$ cat src/ffc_pkg.sv
`timescale 1ns / 1ps
`default_nettype none
package ffc_pkg;
    typedef enum logic [1:0] {
        FMT_F32  = 2'd0,
        FMT_F16  = 2'd1,
        FMT_BF16 = 2'd2,
        FMT_RSVD = 2'd3
    } fmt_t;

    localparam logic [0:0] REG_SOURCE_FORMAT = 1'b0;
    localparam logic [0:0] REG_TARGET_FORMAT = 1'b1;

    typedef struct packed {
        fmt_t src;
        fmt_t dst;
    } fmt_cfg_t;

    // f16 pattern to f32 pattern; subnormals flush to signed zero
    function automatic logic [31:0] widen_half(input logic [15:0] h);
        logic [4:0] e;
        logic [31:0] r;
        begin
            e = h[14:10];
            if (e == 5'd0) begin
                r = {h[15], 31'd0};
            end else if (e == 5'h1f) begin
                r = {h[15], 8'hff, h[9:0], 13'd0};
            end else begin
                r = {h[15], 8'(e) + 8'd112, h[9:0], 13'd0};
            end
            return r;
        end
    endfunction

    // f32 pattern to f16 pattern, truncating
    function automatic logic [15:0] narrow_half(input logic [31:0] x);
        logic [7:0] e;
        logic [15:0] r;
        begin
            e = x[30:23];
            if (e <= 8'd112) begin
                r = {x[31], 15'd0};
            end else if (e >= 8'd143) begin
                r = {x[31], 5'h1f, 10'd0};
            end else begin
                r = {x[31], 5'(e - 8'd112), x[22:13]};
            end
            return r;
        end
    endfunction
endpackage
`default_nettype wire

$ cat src/ffc_convert.sv
`timescale 1ns / 1ps
`default_nettype none
module ffc_convert (
    input  wire ffc_pkg::fmt_cfg_t cfg,
    input  wire logic [31:0]       din,
    output logic [31:0]            dout
);
    import ffc_pkg::*;

    logic [31:0] wide;
    logic [31:0] narrow;

    always_comb begin
        case (cfg.src)
            FMT_F32:  wide = din;
            FMT_F16:  wide = widen_half(din[15:0]);
            FMT_BF16: wide = {din[15:0], 16'd0};
            default:  wide = 32'd0;
        endcase
        case (cfg.dst)
            FMT_F32:  narrow = wide;
            FMT_F16:  narrow = {16'd0, narrow_half(wide)};
            FMT_BF16: narrow = {16'd0, wide[31:16]};
            default:  narrow = 32'd0;
        endcase
        if (cfg.src == FMT_RSVD || cfg.dst == FMT_RSVD) begin
            dout = 32'd0;
        end else if (cfg.src == cfg.dst) begin
            dout = (cfg.src == FMT_F32) ? din : {16'd0, din[15:0]};
        end else begin
            dout = narrow;
        end
    end
endmodule
`default_nettype wire

$ cat src/float_format_converter.sv
`timescale 1ns / 1ps
`default_nettype none
// Float format converter: one scalar per transfer between f32, f16 and bf16
// bit patterns, source and target codes held in registers 0 and 1. 16-bit
// formats sit in the low half with the upper half zero. Narrowing truncates;
// f16 subnormals and underflow become signed zero; overflow, infinity and
// NaN into f16 become signed infinity. A reserved code gives zero bits.
// The input register and the result register form the pipeline, and one element
// per cycle is sustained while m_ready is held high; the conversion is one
// combinational pass between the two registers. Write configuration only while idle.
module float_format_converter (
    input  wire logic        aclk,
    input  wire logic        aresetn,
    input  wire logic        cfg_valid,
    output logic             cfg_ready,
    input  wire logic [0:0]  cfg_index,
    input  wire logic [1:0]  cfg_data,
    input  wire logic        s_valid,
    output logic             s_ready,
    input  wire logic [31:0] s_element_bits,
    input  wire logic        s_last_element,
    output logic             m_valid,
    input  wire logic        m_ready,
    output logic [31:0]      m_result_bits,
    output logic             m_result_last
);
    import ffc_pkg::*;

    fmt_cfg_t    cfg_reg;
    logic        in_vld_reg, out_vld_reg;
    logic [31:0] in_bits_reg, out_bits_reg;
    logic        in_last_reg, out_last_reg;
    logic [31:0] conv_bits;
    logic        out_take, in_take;

    assign cfg_ready = 1'b1;

    // advance the result stage when empty or drained; input stage follows
    assign out_take = !out_vld_reg || m_ready;
    assign in_take  = !in_vld_reg || out_take;
    assign s_ready  = in_take;

    ffc_convert u_convert (
        .cfg  (cfg_reg),
        .din  (in_bits_reg),
        .dout (conv_bits)
    );

    always_ff @(posedge aclk) begin
        if (!aresetn) begin
            cfg_reg     <= '{src: FMT_F32, dst: FMT_F32};
            in_vld_reg  <= 1'b0;
            out_vld_reg <= 1'b0;
        end else begin
            if (cfg_valid) begin
                if (cfg_index == REG_SOURCE_FORMAT) cfg_reg.src <= fmt_t'(cfg_data);
                else                                cfg_reg.dst <= fmt_t'(cfg_data);
            end
            if (in_take) in_vld_reg <= s_valid;
            if (out_take) out_vld_reg <= in_vld_reg;
        end
    end

    always_ff @(posedge aclk) begin
        if (in_take && s_valid) begin
            in_bits_reg <= s_element_bits;
            in_last_reg <= s_last_element;
        end
        if (out_take && in_vld_reg) begin
            out_bits_reg <= conv_bits;
            out_last_reg <= in_last_reg;
        end
    end

    assign m_valid       = out_vld_reg;
    assign m_result_bits = out_bits_reg;
    assign m_result_last = out_last_reg;

    // a stalled result must hold
    assert property (@(posedge aclk) disable iff (!aresetn)
        m_valid && !m_ready |=> m_valid && $stable(m_result_bits))
        else $error("result changed under stall");
    // a 16-bit target never sets the upper half
    assert property (@(posedge aclk) disable iff (!aresetn)
        m_valid && cfg_reg.dst != FMT_F32 |-> m_result_bits[31:16] == 16'd0)
        else $error("upper half set for 16-bit target");
    // a full input stage must move on when the output drains
    assert property (@(posedge aclk) disable iff (!aresetn)
        in_vld_reg && out_take |=> out_vld_reg)
        else $error("item lost between stages");
endmodule
`default_nettype wire

$ cat config.mk
export PLATFORM = sky130hd
export DESIGN_NAME = float_format_converter
export DESIGN_NICKNAME = d
export VERILOG_FILES = /design/src/ffc_pkg.sv /design/src/ffc_convert.sv /design/src/float_format_converter.sv
export SDC_FILE = /design/constraint.sdc
export NUM_CORES = 1
export LEC_CHECK = 0
export ABC_AREA = 1
export BUFFER_PORTS_ARGS = -buffer_cell sky130_fd_sc_hd__clkbuf_2
export CELL_PAD_IN_SITES_DETAIL_PLACEMENT = 0
export CELL_PAD_IN_SITES_GLOBAL_PLACEMENT = 2
export CORE_ASPECT_RATIO = 0.8
export CORE_UTILIZATION = 36
export CTS_CLUSTER_SIZE = 28
export DETAILED_ROUTE_END_ITERATION = 8
export PLACE_DENSITY = 0.85
export SYNTH_ARGS = -nofsm -noshare
export SYNTH_HDL_FRONTEND = slang
export SYNTH_SLANG_ARGS = --single-unit
$ cat constraint.sdc
create_clock -name aclk -period 6.8 [get_ports aclk]
set_input_delay 0.68 -clock aclk [delete_from_list [all_inputs] [get_ports aclk]]
set_output_delay 0.68 -clock aclk [all_outputs]
set_load 0.005 [all_outputs]
==> results.ini, run 1 <==
[run_status]
status=finished, violations left
violations=design-rule violations

[global_routing]
grt_pass1_wl_um=13180
antenna_found_initial=0
grt_max_degree=34
overflow=0
grt_pass1_vias=2477
gr-usage-all-layers=0.1778

[flow_run]
drv_cap=0

[sta]
rsz0062_at_grt=false
finalClockSkew_ns=0.006371
min_period_ns=2.328
tightest_slew_ns=1.074
final-hold-violation-count=0
period_share=0.3424
relSlewSlack=0.2826
slew_viol_final=0
clock.fmax_ghz=0.4296
setup_viol=0
setup-tns-final_ns=0

[drt]
via_count=2590
wl_met1_um=4250
highest_layer=met4
drc=13
first_iter_violations=196
ant_nets=0
routedWlPerCell_um=15.27
dr_wl_met2_um=3234
finalWirelength_um=8201
wl_met3_um=607
firstDrtPassIters=8
viasPerCell=4.823

[cells_and_area]
syn2layout_area_growth_pct=23.24
nNetsFinal=458
ff_latch_area_um2=2102
multi_input_area_um2=1052
fillers=882
drive_above_1_share=0.2749
antenna_cells=0
final_cell_count_no_fill=537
fin_util=0.4617

[cts]
cts_tree=yes
holdBufCountCts=0
clockBufferDepth=2
htreeDepth=3
clock_latency_ns=0.33
post_cts_resized=0
cts_root_buffer=clkbuf_16
post_cts_buffers=0
numClockSinks=72
cts.clk_slew.worst_paths_ns=0.06
cts_buffers=9

[critical_path]
cp_common_cell=nand3_1
crit_end=m_result_bits[10]$_SDFFCE_PP0P_
critical_path_required_ns=6.83
path_cells=inv_2 > nand3_1 > nand3_1 > nor2_1 > nand2_1 > nand3_1 > nand2_1 > nand2_2 > o21ai_0
path_class=reg -> reg
crit_path_start=cfg_reg[3]$_SDFFE_PN0P_
critPathLaunchType=flip-flop
critPathMaxFanout=13
reg2reg_depth=9
path_buf_inv=1
crit_path_max_incr_delay_ns=0.69
timing.critical_path.max_delay_family=simple AND/OR/NAND/NOR gates
timing.rr.start=cfg_reg[3]$_SDFFE_PN0P_
regToRegSetupSlack_ns=4.47
r2r-end=m_result_bits[10]$_SDFFCE_PP0P_
slowest_stage=dfxtp_1
endpoint_kind=flip-flop
worstSetupPathDepth=9
critPathArrivalTime_ns=2.36

[synth]
ys_ff_latch=72
yosysMostFrequentCell=nand2_1
seq_area_frac_synth=0.6129
netlist_area_um2=3430
postSynth.asyncResetShare=0
yosysWarnings=0
syn_nets=380
yosysTopAreaCell=edfxtp_1
synthCells=339
yosys.cell_types.count=32
synth-edff-count=66
synthFlopType=edfxtp_1
avgSynthCellArea_um2=10.12
yosys-top-cells-count=nand2_1 (79), edfxtp_1 (66), inv_1 (47)
synth_top_area_share=0.5779
yosys-top-cells-area=edfxtp_1 (58%), nand2_1 (8.6%), inv_1 (5.1%)

[pwr]
pwr-share-comb=0.142
power_switching_share=0.2448
p_sw_mw=0.3047
power_leakage_nw=1.871
ir_worst_vdd_v=0.0001753
totalPowerFinal_mw=1.245
p_seq_frac=0.433
power_density_nw_per_um2=294.6
power.internal_mw=0.9404
clkPwrFrac=0.425

[placement]
place_hpwl_um=6089
place.gp.congestion=0.8787
dp_cells=521
io_buffers=75

[floorplanning]
floorplan.initialDensity=0.3747
die_w_um=111.1
die_h_um=89.30
rows=31
io_pins=77
core_um2=9154
design.die.area_um2=9923

[hold_path]
hp-class=reg -> reg
min_path_cells=0

## worst min-delay path by stage
stage | from | end | slack (ns)
final | in_last_reg$_DFFE_PP_ | m_result_last$_DFFE_PP_ | 0.43
after global routing | in_last_reg$_DFFE_PP_ | m_result_last$_DFFE_PP_ | 0.43
after CTS | in_last_reg$_DFFE_PP_ | m_result_last$_DFFE_PP_ | 0.43
after detailed placement | in_last_reg$_DFFE_PP_ | m_result_last$_DFFE_PP_ | 0.41
after global placement | in_last_reg$_DFFE_PP_ | m_result_last$_DFFE_PP_ | 0.40
after floorplan | in_last_reg$_DFFE_PP_ | m_result_last$_DFFE_PP_ | 0.40
## logic make-up after synthesis
kind of cell / Yosys count / share of synthesized area
buf+inv: 62 / 0.08354
simple gates: 129 / 0.1627
compound gates: 73 / 0.1346
flops: 72 / 0.6129
other cells: 1 / 0.001093
xor+xnor: 2 / 0.005109
## power by group through the flow
stage	combinational [mW]	clock [mW]	sequential, mW
final	0.177	0.529	0.540
after global routing	0.200	0.558	0.543
after CTS	0.177	0.542	0.540
after detailed placement	0.176	0	0.549
after global placement	0.175	0	0.548
after floorplan	0.121	0	0.543
## metal layers
layer	global-route usage	vias up
met5	0	-
met1	0.2699	1160
met2	0.2499	115
li1	-	1304
met4	0.06020	0
met3	0.03729	11
## layout by cell type, fill, tap and decap left out, types with 6 or more instances in the layout
cell,netlist,routed
nand2_1,79,79
clkbuf_2,0,75
edfxtp_1,66,66
inv_1,47,47
a21oi_1,24,23
nand3_1,20,20
nor2_1,20,20
o21ai_0,19,19
o22ai_1,9,9
clkbuf_16,0,9
o21bai_2,7,7
dfxtp_1,6,6
## area by class of cell
cell class,count,share of cell area
multi-input cells,205,0.2490
repair buffers,77,0.09236
clock inverters,7,0.02605
flip-flops and latches,72,0.4973
clock buffers,9,0.05329
inverters,52,0.04796
well taps,115,0.03404
## stage by stage
step / hold WS (ns) / cell area, um2 / setup WS, ns
6_report: 0.4260 / 4227 / 4.472
5_1_grt: 0.4269 / 4227 / 4.274
4_1_cts: 0.4250 / 4227 / 4.503
3_5_place_dp: 0.4114 / 3891 / 4.520
3_3_place_gp: 0.4029 / 3891 / 4.532
2_1_floorplan: 0.4003 / 3430 / 4.010
Power figures use the tool's default switching activity.
==> run 2: changes to the inputs <==
- CORE_UTILIZATION: 36 -> 30
- PLACE_DENSITY: 0.85 -> 0.76
- clock period: 6.8 -> 1.9 ns (I/O delays scaled with it)
==> run 2 against run 1 <==
The run now ends clean. Count of clock-buffer cells in the layout up 2. Sequential power rose to 3.6 times the previous value. Clock power rose to 2.8 times the previous value. Non-clock buffer count up 56. Die area up 20%. Highest routed layer unchanged. Power rose to 3.5 times the previous value. Cell count up 17%. Register-to-register slack worse by 4.4 ns. Critical endpoint is now m_result_bits[1]$_SDFFCE_PP0P_. Via count up 10%. Critical path depth up 2. Sequential share of layout area down 7.3 points.
==> results.ini, run 2 (synthesis gave the netlist of run 1 again) <==
[critical_path]
path_cells=buf_6 > nand2_4 > o21ai_2 > nand3_4 > nand2_4 > nand3_4 > nand2_4 > nand2_8 > o21bai_1 > nand2_1 > a21oi_2
critical_path_required_ns=2.09  ; -4.74 ns
critPathMaxFanout=7  ; -6
crit_path_max_incr_delay_ns=0.43  ; -0.26 ns
critPathLaunchType=flip-flop
path_class=reg -> reg
endpoint_kind=flip-flop
critPathArrivalTime_ns=2.07  ; -0.29 ns
slowest_stage=edfxtp_1
cp_common_cell=nand2_4

[sta]
relSlewSlack=0.5821  ; +0.2995
period_share=0.9862  ; +0.6439
setup-tns-final_ns=0  ; unchanged
final-hold-violation-count=0  ; unchanged
min_period_ns=1.874  ; -0.4542 ns
clock.fmax_ghz=0.5337  ; +24%
tightest_slew_ns=0.6246  ; -0.4492 ns
slew_viol_final=0  ; unchanged
setup_viol=0  ; unchanged
rsz0062_at_grt=true
finalClockSkew_ns=0.006219  ; -0.0001517 ns

[cts]
cts_root_buffer=clkbuf_16
clock_latency_ns=0.33  ; about the same
cts_buffers=9  ; unchanged
cts_tree=yes
clockBufferDepth=2  ; unchanged
htreeDepth=3  ; unchanged
cts.clk_slew.worst_paths_ns=0.05  ; about the same
numClockSinks=72  ; unchanged

[cells_and_area]
final_cell_mix=clkbuf_2 (75), nand2_1 (68), edfxtp_1 (66)
fin_util=0.4506  ; -0.01113
nNetsFinal=518  ; +13%
fin_area_um2=4965  ; +17%
drive_above_1_share=0.4481  ; +0.1733
syn2layout_area_growth_pct=44.76
antenna_cells=0  ; unchanged
final_common_cell=clkbuf_2

[global_routing]
grt_use_met2=0.1971  ; -0.05274
use_met3=0.03932  ; +0.002031
overflow=0  ; unchanged
grt_pass1_wl_um=13760  ; +4.4%
antenna_found_initial=0  ; unchanged
grt.busiest_layer=met1
grt_pass1_vias=2569  ; +3.7%
met1_usage=0.2465  ; -0.02336
grt_max_degree=34  ; unchanged
gr-usage-all-layers=0.1559  ; -0.02182

[run_status]
status=finished clean

[floorplanning]
die_w_um=121.5  ; +9.4%
rows=34  ; +9.7%
die_h_um=97.63  ; +9.3%
design.die.area_um2=11870  ; +20%
floorplan.initialDensity=0.3113  ; -0.06339
core_um2=11020  ; +20%
io_pins=77  ; unchanged

[drt]
ant_nets=0  ; unchanged
viasPerCell=4.570  ; -5.2%
drc=0  ; -13
via_count=2861  ; +10%
routedWlPerCell_um=14.69  ; -3.8%
first_iter_violations=161  ; -18%
finalWirelength_um=9196  ; +12%
firstDrtPassIters=4  ; -4

[pwr]
power_density_nw_per_um2=872.5  ; +200%
ir_worst_vdd_v=0.0005424  ; +210%
power_leakage_nw=2.206  ; +18%
totalPowerFinal_mw=4.332  ; +250%

[placement]
io_buffers=75  ; unchanged
place_hpwl_um=6627  ; +8.8%
place.gp.congestion=0.8460  ; -3.7%
dpl-instance-area_um2=4268  ; +9.7%

[flow_run]
drv_cap=0  ; unchanged

[hold_path]
hp-class=in -> reg

==> run 2: worst max-delay path, delay by kind of cell (launching register included) <==
family | cells | cell delay (ns)
compound gates | 3 | 0.48
simple gates | 7 | 0.69
flops | 1 | 0.43
buf+inv | 1 | 0.13
==> run 2: final cells by class <==
type                       count  area, um2
fill                        1062       6053
sequential                    72       2107
multi-input combinational    208       1324
timing repair buffer         133      880.8
clock buffer                  11      232.7
inverter                      52      207.7
tap                          144      180.2
clock inverter                 5      23.77
timing repair inverter         1      8.758
==> run 2: per-stage QoR <==
stage | setup WS (ns) | std cells | hold slack [ns]
floorplan | 0.1461 | 339 | 0.2889
global placement | -0.05266 | 592 | 0.3675
detailed placement | -0.07027 | 592 | 0.3686
CTS | -0.004221 | 609 | 0.01693
global route | -0.09119 | 626 | 0.01616
finish | 0.02619 | 626 | 0.03026
==> run 2: timing repair <==
action / CTS / global route
pin swaps: 1 / 29
buffers inserted: 1 / 12
hold buffers: 0 / 0
setup endpoints to repair: 12 / 15
resized for setup: 2 / 71
gates cloned: 0 / 5
==> run 2: report_power, final <==
group | switching (mW) | leakage [nW] | internal [mW]
logic | 0.533 | 1.39 | 0.420
registers | 0.0500 | 0.688 | 1.87
clock network | 0.588 | 0.130 | 0.868
total | 1.17 | 2.21 | 3.16
==> run 2: layer usage <==
layer / routed length, um / up-vias / share of wire
li1: - / 1431 / -
met1: 4757 / 1327 / 0.52
met2: 3743 / 90 / 0.41
met3: 530 / 13 / 0.058
met4: 164 / 0 / 0.018
met5: 0 / - / 0
==> run 2: path summary, 6_finish.rpt <==
kind,start,end,slack (ns),cells past startpoint
hold reg to reg,in_last_reg$_DFFE_PP_,m_result_last$_DFFE_PP_,0.42,0
setup / recovery,in_bits_reg[12]$_DFFE_PP_,m_result_bits[1]$_SDFFCE_PP0P_,0.03,11
hold / removal,s_element_bits[4],in_bits_reg[4]$_DFFE_PP_,0.03,1
setup reg to reg,in_bits_reg[12]$_DFFE_PP_,m_result_bits[1]$_SDFFCE_PP0P_,0.03,11
